`src/obdpve_pkg.sv`:
```
// obdpve_pkg: shared constants, codes, stage types and scaling tables
// for the OBD-II PID value encoder; no dependencies
package obdpve_pkg;

    // fixed-point format of the physical value
    localparam int FRAC_BITS = 16;
    localparam int VALUE_W   = 40;

    // clamped scaled input: 0 .. 2^(FRAC_BITS+17), anything above saturates every PID
    localparam int XC_W   = FRAC_BITS + 18;
    localparam int X_W    = (VALUE_W + 1 > XC_W + 1) ? VALUE_W + 1 : XC_W + 1;
    localparam int MUL_W  = 16;
    localparam int OFF_W  = 7;
    localparam int PROD_W = XC_W + MUL_W;
    localparam int T_W    = PROD_W + 1;
    localparam int P_W    = T_W - FRAC_BITS;

    // integer quotient stage: reciprocal multiply for the divide by 3 or 100
    localparam int PC_W      = 23;
    localparam int REC_SHIFT = 30;
    localparam int REC_W     = 29;
    localparam int RP_W      = PC_W + REC_W;
    localparam int Q_W       = RP_W - REC_SHIFT;

    localparam logic [REC_W-1:0] RECIP_3   = REC_W'(357913942);
    localparam logic [REC_W-1:0] RECIP_100 = REC_W'(10737419);

    // response size codes
    localparam logic [1:0] SZ_NONE = 2'd0;
    localparam logic [1:0] SZ_ONE  = 2'd1;
    localparam logic [1:0] SZ_TWO  = 2'd2;
    localparam logic [1:0] SZ_O2   = 2'd3;

    // divisor codes
    localparam logic [1:0] DV_1   = 2'd0;
    localparam logic [1:0] DV_3   = 2'd1;
    localparam logic [1:0] DV_100 = 2'd2;

    // byte counts
    localparam logic [1:0] BC_ZERO = 2'd0;
    localparam logic [1:0] BC_ONE  = 2'd1;
    localparam logic [1:0] BC_TWO  = 2'd2;

    // PID codes
    localparam logic [7:0] PID_LOAD         = 8'h04;
    localparam logic [7:0] PID_COOLANT      = 8'h05;
    localparam logic [7:0] PID_STFT_B1      = 8'h06;
    localparam logic [7:0] PID_LTFT_B1      = 8'h07;
    localparam logic [7:0] PID_FUEL_PRESS   = 8'h0A;
    localparam logic [7:0] PID_MAP          = 8'h0B;
    localparam logic [7:0] PID_RPM          = 8'h0C;
    localparam logic [7:0] PID_SPEED        = 8'h0D;
    localparam logic [7:0] PID_TIMING       = 8'h0E;
    localparam logic [7:0] PID_INTAKE_TEMP  = 8'h0F;
    localparam logic [7:0] PID_MAF          = 8'h10;
    localparam logic [7:0] PID_THROTTLE     = 8'h11;
    localparam logic [7:0] PID_O2_S1        = 8'h14;
    localparam logic [7:0] PID_O2_S2        = 8'h15;
    localparam logic [7:0] PID_RUN_TIME     = 8'h1F;
    localparam logic [7:0] PID_MIL_DIST     = 8'h21;
    localparam logic [7:0] PID_EVAP_PURGE   = 8'h2E;
    localparam logic [7:0] PID_FUEL_LEVEL   = 8'h2F;
    localparam logic [7:0] PID_BARO         = 8'h33;
    localparam logic [7:0] PID_CTRL_VOLT    = 8'h42;
    localparam logic [7:0] PID_ABS_LOAD     = 8'h43;
    localparam logic [7:0] PID_LAMBDA_CMD   = 8'h44;
    localparam logic [7:0] PID_REL_THROTTLE = 8'h45;
    localparam logic [7:0] PID_AMBIENT      = 8'h46;
    localparam logic [7:0] PID_PEDAL_D      = 8'h49;
    localparam logic [7:0] PID_CMD_THROTTLE = 8'h4C;
    localparam logic [7:0] PID_OIL_TEMP     = 8'h5C;
    localparam logic [7:0] PID_FUEL_RATE    = 8'h5E;

    typedef struct packed {
        logic [1:0]       size;
        logic [1:0]       dv;
        logic [OFF_W-1:0] off;
        logic [MUL_W-1:0] mul;
    } t_scale;

    // stage 1 -> 2: clamped offset value and factors
    typedef struct packed {
        logic [1:0]       size;
        logic [1:0]       dv;
        logic [MUL_W-1:0] mul;
        logic [XC_W-1:0]  xc;
    } t_s1;

    // stage 3 -> 4: pre-divide integer and saturation flag
    typedef struct packed {
        logic [1:0]      size;
        logic [1:0]      dv;
        logic            sat;
        logic [PC_W-1:0] pc;
    } t_s3;

    // inverse scaling per PID
    function automatic t_scale scale_of(input logic [7:0] pid);
        t_scale s;
        s.size = SZ_NONE;
        s.dv   = DV_1;
        s.off  = '0;
        s.mul  = MUL_W'(1);
        unique case (pid) inside
            PID_LOAD, PID_THROTTLE, PID_EVAP_PURGE, PID_FUEL_LEVEL,
            PID_REL_THROTTLE, PID_PEDAL_D, PID_CMD_THROTTLE: begin
                s.size = SZ_ONE; s.mul = MUL_W'(255); s.dv = DV_100;
            end
            PID_COOLANT, PID_INTAKE_TEMP, PID_AMBIENT, PID_OIL_TEMP: begin
                s.size = SZ_ONE; s.off = OFF_W'(40);
            end
            PID_STFT_B1, PID_LTFT_B1: begin
                s.size = SZ_ONE; s.off = OFF_W'(100); s.mul = MUL_W'(128); s.dv = DV_100;
            end
            PID_FUEL_PRESS: begin
                s.size = SZ_ONE; s.dv = DV_3;
            end
            PID_MAP, PID_SPEED, PID_BARO: begin
                s.size = SZ_ONE;
            end
            PID_RPM: begin
                s.size = SZ_TWO; s.mul = MUL_W'(4);
            end
            PID_TIMING: begin
                s.size = SZ_ONE; s.off = OFF_W'(64); s.mul = MUL_W'(2);
            end
            PID_MAF: begin
                s.size = SZ_TWO; s.mul = MUL_W'(100);
            end
            PID_O2_S1, PID_O2_S2: begin
                s.size = SZ_O2; s.mul = MUL_W'(200);
            end
            PID_RUN_TIME, PID_MIL_DIST: begin
                s.size = SZ_TWO;
            end
            PID_CTRL_VOLT: begin
                s.size = SZ_TWO; s.mul = MUL_W'(1000);
            end
            PID_ABS_LOAD: begin
                s.size = SZ_TWO; s.mul = MUL_W'(255); s.dv = DV_100;
            end
            PID_LAMBDA_CMD: begin
                s.size = SZ_TWO; s.mul = MUL_W'(32768);
            end
            PID_FUEL_RATE: begin
                s.size = SZ_TWO; s.mul = MUL_W'(20);
            end
            default: begin
                s.size = SZ_NONE;
            end
        endcase
        return s;
    endfunction

    // rounding term: half the full denominator dv * 2^FRAC_BITS
    function automatic logic [T_W-1:0] half_of(input logic [1:0] dv);
        logic [T_W-1:0] h;
        unique case (dv)
            DV_3:    h = T_W'(3) << (FRAC_BITS - 1);
            DV_100:  h = T_W'(100) << (FRAC_BITS - 1);
            default: h = T_W'(1) << (FRAC_BITS - 1);
        endcase
        return h;
    endfunction

    // reciprocal of the divisor scaled by 2^REC_SHIFT, rounded up
    function automatic logic [REC_W-1:0] recip_of(input logic [1:0] dv);
        logic [REC_W-1:0] r;
        unique case (dv)
            DV_3:    r = RECIP_3;
            DV_100:  r = RECIP_100;
            default: r = '0;
        endcase
        return r;
    endfunction

endpackage

```
`src/obdpve_if.sv`:
```
// obdpve_in_if / obdpve_out_if: valid-ready channels of the PID value encoder
// depends on obdpve_pkg for the value width
interface obdpve_in_if import obdpve_pkg::*; ();
    logic               valid;
    logic               ready;
    logic [7:0]         pid;
    logic [VALUE_W-1:0] value;

    modport source (output valid, pid, value, input ready);
    modport sink   (input valid, pid, value, output ready);
endinterface

interface obdpve_out_if ();
    logic       valid;
    logic       ready;
    logic       supported;
    logic [1:0] byte_count;
    logic [7:0] data_a;
    logic [7:0] data_b;

    modport source (output valid, supported, byte_count, data_a, data_b, input ready);
    modport sink   (input valid, supported, byte_count, data_a, data_b, output ready);
endinterface

```
`src/obdpve_front.sv`:
```
// obdpve_front: PID decode, offset add and input clamp (pipeline stage 1)
// depends on obdpve_pkg
module obdpve_front import obdpve_pkg::*; (
    input  logic               i_clk,
    input  logic               i_rst_n,
    input  logic               i_valid,
    output logic               o_ready,
    input  logic [7:0]         i_pid,
    input  logic [VALUE_W-1:0] i_value,
    output logic               o_valid,
    input  logic               i_ready,
    output t_s1                o_s1
);

    t_scale         scl;
    logic [X_W-1:0] x;
    logic           x_neg;
    logic           x_big;
    t_s1            n_s1;
    t_s1            r_s1;
    logic           r_v;

    // value plus offset, both in the input fixed-point format
    always_comb begin
        scl   = scale_of(i_pid);
        x     = {{(X_W-VALUE_W){i_value[VALUE_W-1]}}, i_value}
              + (X_W'(scl.off) << FRAC_BITS);
        x_neg = x[X_W-1];
        x_big = |x[X_W-2:XC_W-1];
    end

    // negatives always clamp to zero, large values always saturate
    always_comb begin
        n_s1.size = scl.size;
        n_s1.dv   = scl.dv;
        n_s1.mul  = scl.mul;
        if (x_neg) begin
            n_s1.xc = '0;
        end else if (x_big) begin
            n_s1.xc = XC_W'(1) << (XC_W - 1);
        end else begin
            n_s1.xc = x[XC_W-1:0];
        end
    end

    assign o_ready = !r_v || i_ready;

    // stage register
    always_ff @(posedge i_clk) begin
        if (!i_rst_n) begin
            r_v <= 1'b0;
        end else if (o_ready) begin
            r_v <= i_valid;
        end
    end

    always_ff @(posedge i_clk) begin
        if (o_ready && i_valid) begin
            r_s1 <= n_s1;
        end
    end

    assign o_valid = r_v;
    assign o_s1    = r_s1;

endmodule

```
`src/obdpve_scale.sv`:
```
// obdpve_scale: constant multiply and rounding add with pre-divide clamp
// (pipeline stages 2 and 3); depends on obdpve_pkg
module obdpve_scale import obdpve_pkg::*; (
    input  logic i_clk,
    input  logic i_rst_n,
    input  logic i_valid,
    output logic o_ready,
    input  t_s1  i_s1,
    output logic o_valid,
    input  logic i_ready,
    output t_s3  o_s3
);

    logic              r_v2;
    logic [1:0]        r_size2;
    logic [1:0]        r_dv2;
    logic [PROD_W-1:0] r_prod2;
    logic              rdy2;

    logic              r_v3;
    t_s3               r_s3;
    t_s3               n_s3;
    logic              rdy3;
    logic [T_W-1:0]    t;
    logic [P_W-1:0]    p;

    assign rdy3    = !r_v3 || i_ready;
    assign rdy2    = !r_v2 || rdy3;
    assign o_ready = rdy2;

    // stage 2: value times the PID multiplier
    always_ff @(posedge i_clk) begin
        if (!i_rst_n) begin
            r_v2 <= 1'b0;
        end else if (rdy2) begin
            r_v2 <= i_valid;
        end
    end

    always_ff @(posedge i_clk) begin
        if (rdy2 && i_valid) begin
            r_size2 <= i_s1.size;
            r_dv2   <= i_s1.dv;
            r_prod2 <= PROD_W'(i_s1.xc) * PROD_W'(i_s1.mul);
        end
    end

    // stage 3: add half the denominator, drop fraction bits, flag overflow
    always_comb begin
        t          = {1'b0, r_prod2} + half_of(r_dv2);
        p          = t[T_W-1:FRAC_BITS];
        n_s3.size  = r_size2;
        n_s3.dv    = r_dv2;
        n_s3.sat   = |p[P_W-1:PC_W];
        n_s3.pc    = p[PC_W-1:0];
    end

    always_ff @(posedge i_clk) begin
        if (!i_rst_n) begin
            r_v3 <= 1'b0;
        end else if (rdy3) begin
            r_v3 <= r_v2;
        end
    end

    always_ff @(posedge i_clk) begin
        if (rdy3 && r_v2) begin
            r_s3 <= n_s3;
        end
    end

    assign o_valid = r_v3;
    assign o_s3    = r_s3;

endmodule

```
`src/obdpve_back.sv`:
```
// obdpve_back: reciprocal divide, saturation and byte packing
// (pipeline stages 4 and 5, stage 5 is the output register); depends on obdpve_pkg
module obdpve_back import obdpve_pkg::*; (
    input  logic       i_clk,
    input  logic       i_rst_n,
    input  logic       i_valid,
    output logic       o_ready,
    input  t_s3        i_s3,
    output logic       o_valid,
    input  logic       i_ready,
    output logic       o_supported,
    output logic [1:0] o_byte_count,
    output logic [7:0] o_data_a,
    output logic [7:0] o_data_b
);

    logic            r_v4;
    t_s3             r_s4;
    logic [RP_W-1:0] r_rec4;
    logic            rdy4;

    logic            r_v5;
    logic            rdy5;
    logic [PC_W-1:0] q;
    logic [15:0]     maxv;
    logic [15:0]     res;
    logic            n_supported;
    logic [1:0]      n_byte_count;
    logic [7:0]      n_data_a;
    logic [7:0]      n_data_b;
    logic            r_supported;
    logic [1:0]      r_byte_count;
    logic [7:0]      r_data_a;
    logic [7:0]      r_data_b;

    assign rdy5    = !r_v5 || i_ready;
    assign rdy4    = !r_v4 || rdy5;
    assign o_ready = rdy4;

    // stage 4: multiply by the scaled reciprocal of the divisor
    always_ff @(posedge i_clk) begin
        if (!i_rst_n) begin
            r_v4 <= 1'b0;
        end else if (rdy4) begin
            r_v4 <= i_valid;
        end
    end

    always_ff @(posedge i_clk) begin
        if (rdy4 && i_valid) begin
            r_s4   <= i_s3;
            r_rec4 <= RP_W'(i_s3.pc) * RP_W'(recip_of(i_s3.dv));
        end
    end

    // stage 5: quotient, clamp to the response range, pack bytes
    always_comb begin
        if (r_s4.dv == DV_1) begin
            q = r_s4.pc;
        end else begin
            q = PC_W'(r_rec4[RP_W-1:REC_SHIFT]);
        end
        maxv = (r_s4.size == SZ_TWO) ? 16'hFFFF : 16'h00FF;
        if (r_s4.sat || q > PC_W'(maxv)) begin
            res = maxv;
        end else begin
            res = q[15:0];
        end
        case (r_s4.size)
            SZ_ONE: begin
                n_supported  = 1'b1;
                n_byte_count = BC_ONE;
                n_data_a     = res[7:0];
                n_data_b     = 8'h00;
            end
            SZ_TWO: begin
                n_supported  = 1'b1;
                n_byte_count = BC_TWO;
                n_data_a     = res[15:8];
                n_data_b     = res[7:0];
            end
            SZ_O2: begin
                n_supported  = 1'b1;
                n_byte_count = BC_TWO;
                n_data_a     = res[7:0];
                n_data_b     = 8'hFF;
            end
            default: begin
                n_supported  = 1'b0;
                n_byte_count = BC_ZERO;
                n_data_a     = 8'h00;
                n_data_b     = 8'h00;
            end
        endcase
    end

    always_ff @(posedge i_clk) begin
        if (!i_rst_n) begin
            r_v5 <= 1'b0;
        end else if (rdy5) begin
            r_v5 <= r_v4;
        end
    end

    always_ff @(posedge i_clk) begin
        if (rdy5 && r_v4) begin
            r_supported  <= n_supported;
            r_byte_count <= n_byte_count;
            r_data_a     <= n_data_a;
            r_data_b     <= n_data_b;
        end
    end

    assign o_valid      = r_v5;
    assign o_supported  = r_supported;
    assign o_byte_count = r_byte_count;
    assign o_data_a     = r_data_a;
    assign o_data_b     = r_data_b;

endmodule

```
`src/obd_pid_value_encoder.sv`:
```
// OBD-II PID value encoder: takes a PID and a signed Q24.16 physical value and
// returns the J1979 response data bytes, rounded half up and saturated. The
// block is a five-stage pipeline (decode and offset, constant multiply,
// rounding add, reciprocal divide, clamp and pack) that takes one item per
// cycle unless the output stalls. Each stage holds its item while the next
// one is full and stalled, so a stall on the output fills empty stages before
// the input stops taking items.
// Depends on obdpve_pkg, obdpve_if, obdpve_front, obdpve_scale, obdpve_back.
module obd_pid_value_encoder import obdpve_pkg::*; (
    input  logic        i_clk,
    input  logic        i_rst_n,
    obdpve_in_if.sink   i_req,
    obdpve_out_if.source o_rsp
);

    logic f_valid;
    logic f_ready;
    t_s1  f_s1;
    logic s_valid;
    logic s_ready;
    t_s3  s_s3;

    // decode, offset and clamp
    obdpve_front u_front (
        .i_clk   (i_clk),
        .i_rst_n (i_rst_n),
        .i_valid (i_req.valid),
        .o_ready (i_req.ready),
        .i_pid   (i_req.pid),
        .i_value (i_req.value),
        .o_valid (f_valid),
        .i_ready (f_ready),
        .o_s1    (f_s1)
    );

    // multiply and round
    obdpve_scale u_scale (
        .i_clk   (i_clk),
        .i_rst_n (i_rst_n),
        .i_valid (f_valid),
        .o_ready (f_ready),
        .i_s1    (f_s1),
        .o_valid (s_valid),
        .i_ready (s_ready),
        .o_s3    (s_s3)
    );

    // divide, saturate and pack
    obdpve_back u_back (
        .i_clk        (i_clk),
        .i_rst_n      (i_rst_n),
        .i_valid      (s_valid),
        .o_ready      (s_ready),
        .i_s3         (s_s3),
        .o_valid      (o_rsp.valid),
        .i_ready      (o_rsp.ready),
        .o_supported  (o_rsp.supported),
        .o_byte_count (o_rsp.byte_count),
        .o_data_a     (o_rsp.data_a),
        .o_data_b     (o_rsp.data_b)
    );

endmodule

```
`src/flat_wrapper.sv`:
```
// flat-port wrapper written by rule: the top's interface ports become plain ports
module obd_pid_value_encoder_flat import obdpve_pkg::*;
  (i_clk, i_rst_n, i_req_valid, i_req_pid, i_req_value, i_req_ready, o_rsp_valid, o_rsp_supported, o_rsp_byte_count, o_rsp_data_a, o_rsp_data_b, o_rsp_ready);
  obdpve_in_if i_req_i ();
  obdpve_out_if o_rsp_i ();
  input  logic i_clk;
  input  logic i_rst_n;
  input wire logic [$bits(i_req_i.valid)-1:0] i_req_valid;
  input wire logic [$bits(i_req_i.pid)-1:0] i_req_pid;
  input wire logic [$bits(i_req_i.value)-1:0] i_req_value;
  output wire logic [$bits(i_req_i.ready)-1:0] i_req_ready;
  output wire logic [$bits(o_rsp_i.valid)-1:0] o_rsp_valid;
  output wire logic [$bits(o_rsp_i.supported)-1:0] o_rsp_supported;
  output wire logic [$bits(o_rsp_i.byte_count)-1:0] o_rsp_byte_count;
  output wire logic [$bits(o_rsp_i.data_a)-1:0] o_rsp_data_a;
  output wire logic [$bits(o_rsp_i.data_b)-1:0] o_rsp_data_b;
  input wire logic [$bits(o_rsp_i.ready)-1:0] o_rsp_ready;
  assign i_req_i.valid = i_req_valid;
  assign i_req_i.pid = i_req_pid;
  assign i_req_i.value = i_req_value;
  assign i_req_ready = i_req_i.ready;
  assign o_rsp_valid = o_rsp_i.valid;
  assign o_rsp_supported = o_rsp_i.supported;
  assign o_rsp_byte_count = o_rsp_i.byte_count;
  assign o_rsp_data_a = o_rsp_i.data_a;
  assign o_rsp_data_b = o_rsp_i.data_b;
  assign o_rsp_i.ready = o_rsp_ready;
  obd_pid_value_encoder u_core (.i_clk(i_clk), .i_rst_n(i_rst_n), .i_req(i_req_i), .o_rsp(o_rsp_i));
endmodule
```
`config.mk`:
```
export PLATFORM = sky130hd
export DESIGN_NAME = obd_pid_value_encoder_flat
export DESIGN_NICKNAME = d
export VERILOG_FILES = /design/src/obdpve_pkg.sv /design/src/obdpve_if.sv /design/src/obdpve_front.sv /design/src/obdpve_scale.sv /design/src/obdpve_back.sv /design/src/obd_pid_value_encoder.sv /design/src/flat_wrapper.sv
export SDC_FILE = /design/constraint.sdc
export NUM_CORES = 2
export LEC_CHECK = 0
export BUFFER_PORTS_ARGS = -buffer_cell sky130_fd_sc_hd__buf_4
export CORE_MARGIN = 8
export CORE_UTILIZATION = 60
export CTS_CLUSTER_DIAMETER = 30
export CTS_CLUSTER_SIZE = 16
export DETAILED_ROUTE_END_ITERATION = 16
export PLACE_DENSITY = 0.86
export REMOVE_ABC_BUFFERS = 1
export SETUP_SLACK_MARGIN = 0.05
export SLEW_MARGIN = 20
export SYNTH_ARGS = -nofsm -noshare
export SYNTH_HDL_FRONTEND = slang
export SYNTH_SLANG_ARGS = --single-unit
export TNS_END_PERCENT = 100
```
`constraint.sdc`:
```
create_clock -name i_clk -period 15.7 [get_ports i_clk]
set_input_delay 0.785 -clock i_clk [delete_from_list [all_inputs] [get_ports i_clk]]
set_output_delay 0.785 -clock i_clk [all_outputs]
set_load 0.01 [all_outputs]
```
==> out/qor.yml <==
gp_congestion: 1.06
drive_gt1_share_pct: 4.39
netlist_area_mm2: 0.0354
start_util_pct: 60.3
synth-xor-area-share_pct: 2.35
ys.flop_type: "edfxtp_1"
switching_share_pct: 54.1
cts_resized: 0
worstMarginPinSlew_ns: 1.06
clk_pin_slew_ns: 0.09
wire_per_inst_um: 20.1
cts_tree: "done"
ys_seq_area_share_pct: 15.9
grt_pass1_wl_mm: 142
htree_levels: 4
die_h_um: 259
finalNonFillerCells: 4353
io_buffers: 72
ant_nets: 0
syn2layout_area_growth_pct: 5.41
synth_mux_area_share_pct: 0.580
synthSimpleGateAreaFrac_pct: 11.7
synthArstFlopShare_pct: 0
end_kind: "register"
clock_sinks: 189
ios: 73
pwr-share-clk_pct: 5.9
min_period_ns: 8.00
dieWidth_um: 259
grt_pass1_vias: 27100
groute.usage.overall_pct: 26.9
fin_skew_ns: 0.0179
fin_tns_setup_ns: 0
hold_violations: 0
grt_max_degree: 51
wirelength_mm: 87.5
cap_viol_max_count: 0
rsz0062_at_grt: "no"
insertion_delay_ns: 0.47
vdd_drop_max_uv: 202
via_count: 25000
cts-root-buf: "clkbuf_16"
dr.first_iter.drc_count: 2231
switchingPower_uw: 4340
seqPwrFrac_pct: 11.6
synth_adder_area_share_pct: 52.1
synth_edf_count: 184
min_period_over_period_pct: 51.0
drv_slew: 0
vias_per_cell: 5.75
synth.avg_cell_area_um2: 9.91
grt_overflow: 0
drc: 0
hpwlAfterDp_mm: 74.3
die_area_mm2: 0.0670
coreArea_mm2: 0.0587
status: "finished clean"
syn_inst: 3571
p_int_uw: 3670
postCtsSetupRepairBufs: 0
core.rowCount: 89
postCtsHoldBufs: 0
power_density_mw_per_mm2: 215
required_ns: 15.92
synth_seq_cells: 189
cp-start-kind: "register"
fin_nets: 4697
hold_class: "register to register"
layout_setup_ws_ns: 7.70
slew_headroom_pct: 29.1
power.leakage_uw: 0.0190
cts_buffers: 17
pwr-share-comb_pct: 82.5
finalSetupViolCount: 0
fmax_mhz: 125
pre_cts_ws_ns: 7.78
synth_top_family_by_area: "adder cells"
critPathArrivalTime_ns: 8.22
drt_pass1_iterations: 5
path_class: "register to register"
synth_compound_area_share_pct: 6.95
path_max_fanout: 24
antenna_found_initial: 1
cts_buffer_depth: 2
ys_warn_count: 0
dp.cells: 4319
yosysUniqueCellTypes: 69
==> layout make-up <==
type	count	area, µm²
well taps	773	967
clock inverters	15	233
fillers	4500	21400
repair buffers	88	681
inverters	863	3240
multi-input cells	2407	26100
diodes	1	2.50
clock buffers	17	425
flip-flops and latches	189	5630
==> synthesized netlist by cell type (3+ instances only) <==
library cell  instances  area share, %
inv_1               863            9.2
fa_1                658             37
ha_1                421             15
nand2_1             344            3.6
edfxtp_1            184             16
and2_1              171            3.0
a21oi_1             115            1.6
clkbuf_1             94            1.0
o21ai_0              80            1.1
nor2_1               72           0.76
a21o_1               60            1.3
xnor2_1              60            1.5
nand3_1              47           0.66
xor2_1               35           0.87
nand4_1              34           0.60
nor3_1               29           0.41
nor2b_1              25           0.44
nand2b_1             24           0.42
and3_1               22           0.39
buf_1                16           0.17
a211oi_1             15           0.32
a21boi_0             13           0.28
a31oi_1              13           0.23
nor4_1               13           0.23
o21bai_1             13           0.28
o211ai_1             11           0.23
mux2i_1              10           0.28
nor2_4                9           0.29
mux2_2                8           0.25
o21a_1                8           0.17
o31ai_1               8           0.17
or3_1                 8           0.14
a41oi_1               7           0.17
and4_1                6           0.15
or2_2                 6           0.11
a211o_1               5           0.12
a221oi_1              5           0.12
a311oi_1              5           0.12
dfxtp_1               5           0.28
nor3b_1               4          0.085
o221ai_1              4          0.099
a2111oi_0             3          0.074
o2111ai_1             3          0.074
o311ai_0              3          0.074
==> stage by stage <==
stage               util (%)  total power, µW  cell area, µm²  hold WS (ns)
detailed placement      62.4             7330           36600         0.405
finish                  63.6             8010           37300         0.427
floorplan                  -             5700           35000         0.400
global placement        62.4             7190           36600         0.401
global route            63.6             8840           37300         0.432
CTS                     63.5             7910           37300         0.425
==> state kept, by name, summed over array words and instances, names as in the netlist, 2 cells and up <==
signal,cells
u_core.u_back.o_byte_count,2
u_core.u_back.o_data_a,8
u_core.u_back.o_data_b,8
u_core.u_back.r_rec4,22
u_core.u_back.r_s4,28
u_core.u_front.o_s1,48
u_core.u_scale.o_s3,28
u_core.u_scale.r_dv2,2
u_core.u_scale.r_prod2,35
u_core.u_scale.r_size2,2
==> cells by family after synthesis <==
family          count (synthesis)
fa+ha+maj                    1079
buf+inv                       975
simple gates                  828
compound gates                386
flops                         189
xor+xnor                       95
mux                            19
==> critical path: stages (launching register included) <==
cell      delay (ns)
edfxtp_1        0.43
ha_1            0.29
buf_4           0.23
nor2b_1         0.46
nor2b_1         0.36
nor2_1          0.12
ha_1            0.18
or2_2           0.33
inv_1           0.10
fa_1            0.49
fa_1            0.51
inv_1           0.06
fa_1            0.51
inv_1           0.06
fa_1            0.45
fa_1            0.51
inv_1           0.05
fa_1            0.45
ha_1            0.40
nand4_1         0.18
nor4_1          0.06
and4_1          0.22
and2_1          0.14
a32oi_1         0.38
nand2_1         0.28
a221oi_1        0.37
xnor2_1         0.13
==> power groups by stage <==
stage	Clock (µW)	Combinational [µW]	Sequential, µW
detailed placement	0	6400	936
global placement	0	6260	932
finish	476	6600	928
CTS	482	6500	925
global route	501	7400	936
floorplan	0	4790	910
==> path summary, 6_finish.rpt <==
path / cells after the start / endpoint / startpoint / slack, ns
setup / recovery: 26 / u_core.u_back.r_rec4[45] / u_core.u_scale.o_s3[25] / 7.70
hold / removal: 0 / u_core.u_back.r_s4[27] / u_core.u_scale.o_s3[27] / 0.43
setup reg to reg: 26 / u_core.u_back.r_rec4[45] / u_core.u_scale.o_s3[25] / 7.70
hold reg to reg: 0 / u_core.u_back.r_s4[27] / u_core.u_scale.o_s3[27] / 0.43
==> cells in the final DEF (no fill, tap or decap), types with 9 or more instances in the layout <==
cell	synthesis	layout
edfxtp_1	184	184
o21ai_0	80	80
a21o_1	60	60
fa_1	658	658
nor2_1	72	72
a31oi_1	13	12
o211ai_1	11	11
and3_1	22	22
xnor2_1	60	60
a211oi_1	15	15
inv_1	863	863
nor4_1	13	13
clkbuf_16	0	17
nand2b_1	24	24
and2_1	171	171
xor2_1	35	35
o21bai_1	13	13
a21oi_1	115	115
nor2b_1	25	24
a21boi_0	13	11
nand3_1	47	47
nor3_1	29	28
mux2i_1	10	10
buf_4	0	87
nand2_1	344	344
ha_1	421	421
nand4_1	34	34
nor2_4	9	9
==> layer usage <==
metal,share of wire (%),vias up,track usage [%]
li1,-,11200,-
met1,38,12500,32.9
met2,50,1122,47.0
met3,7.8,263,4.87
met4,4.4,0,10.8
met5,0,-,0
(Power assumes the default switching activity.)
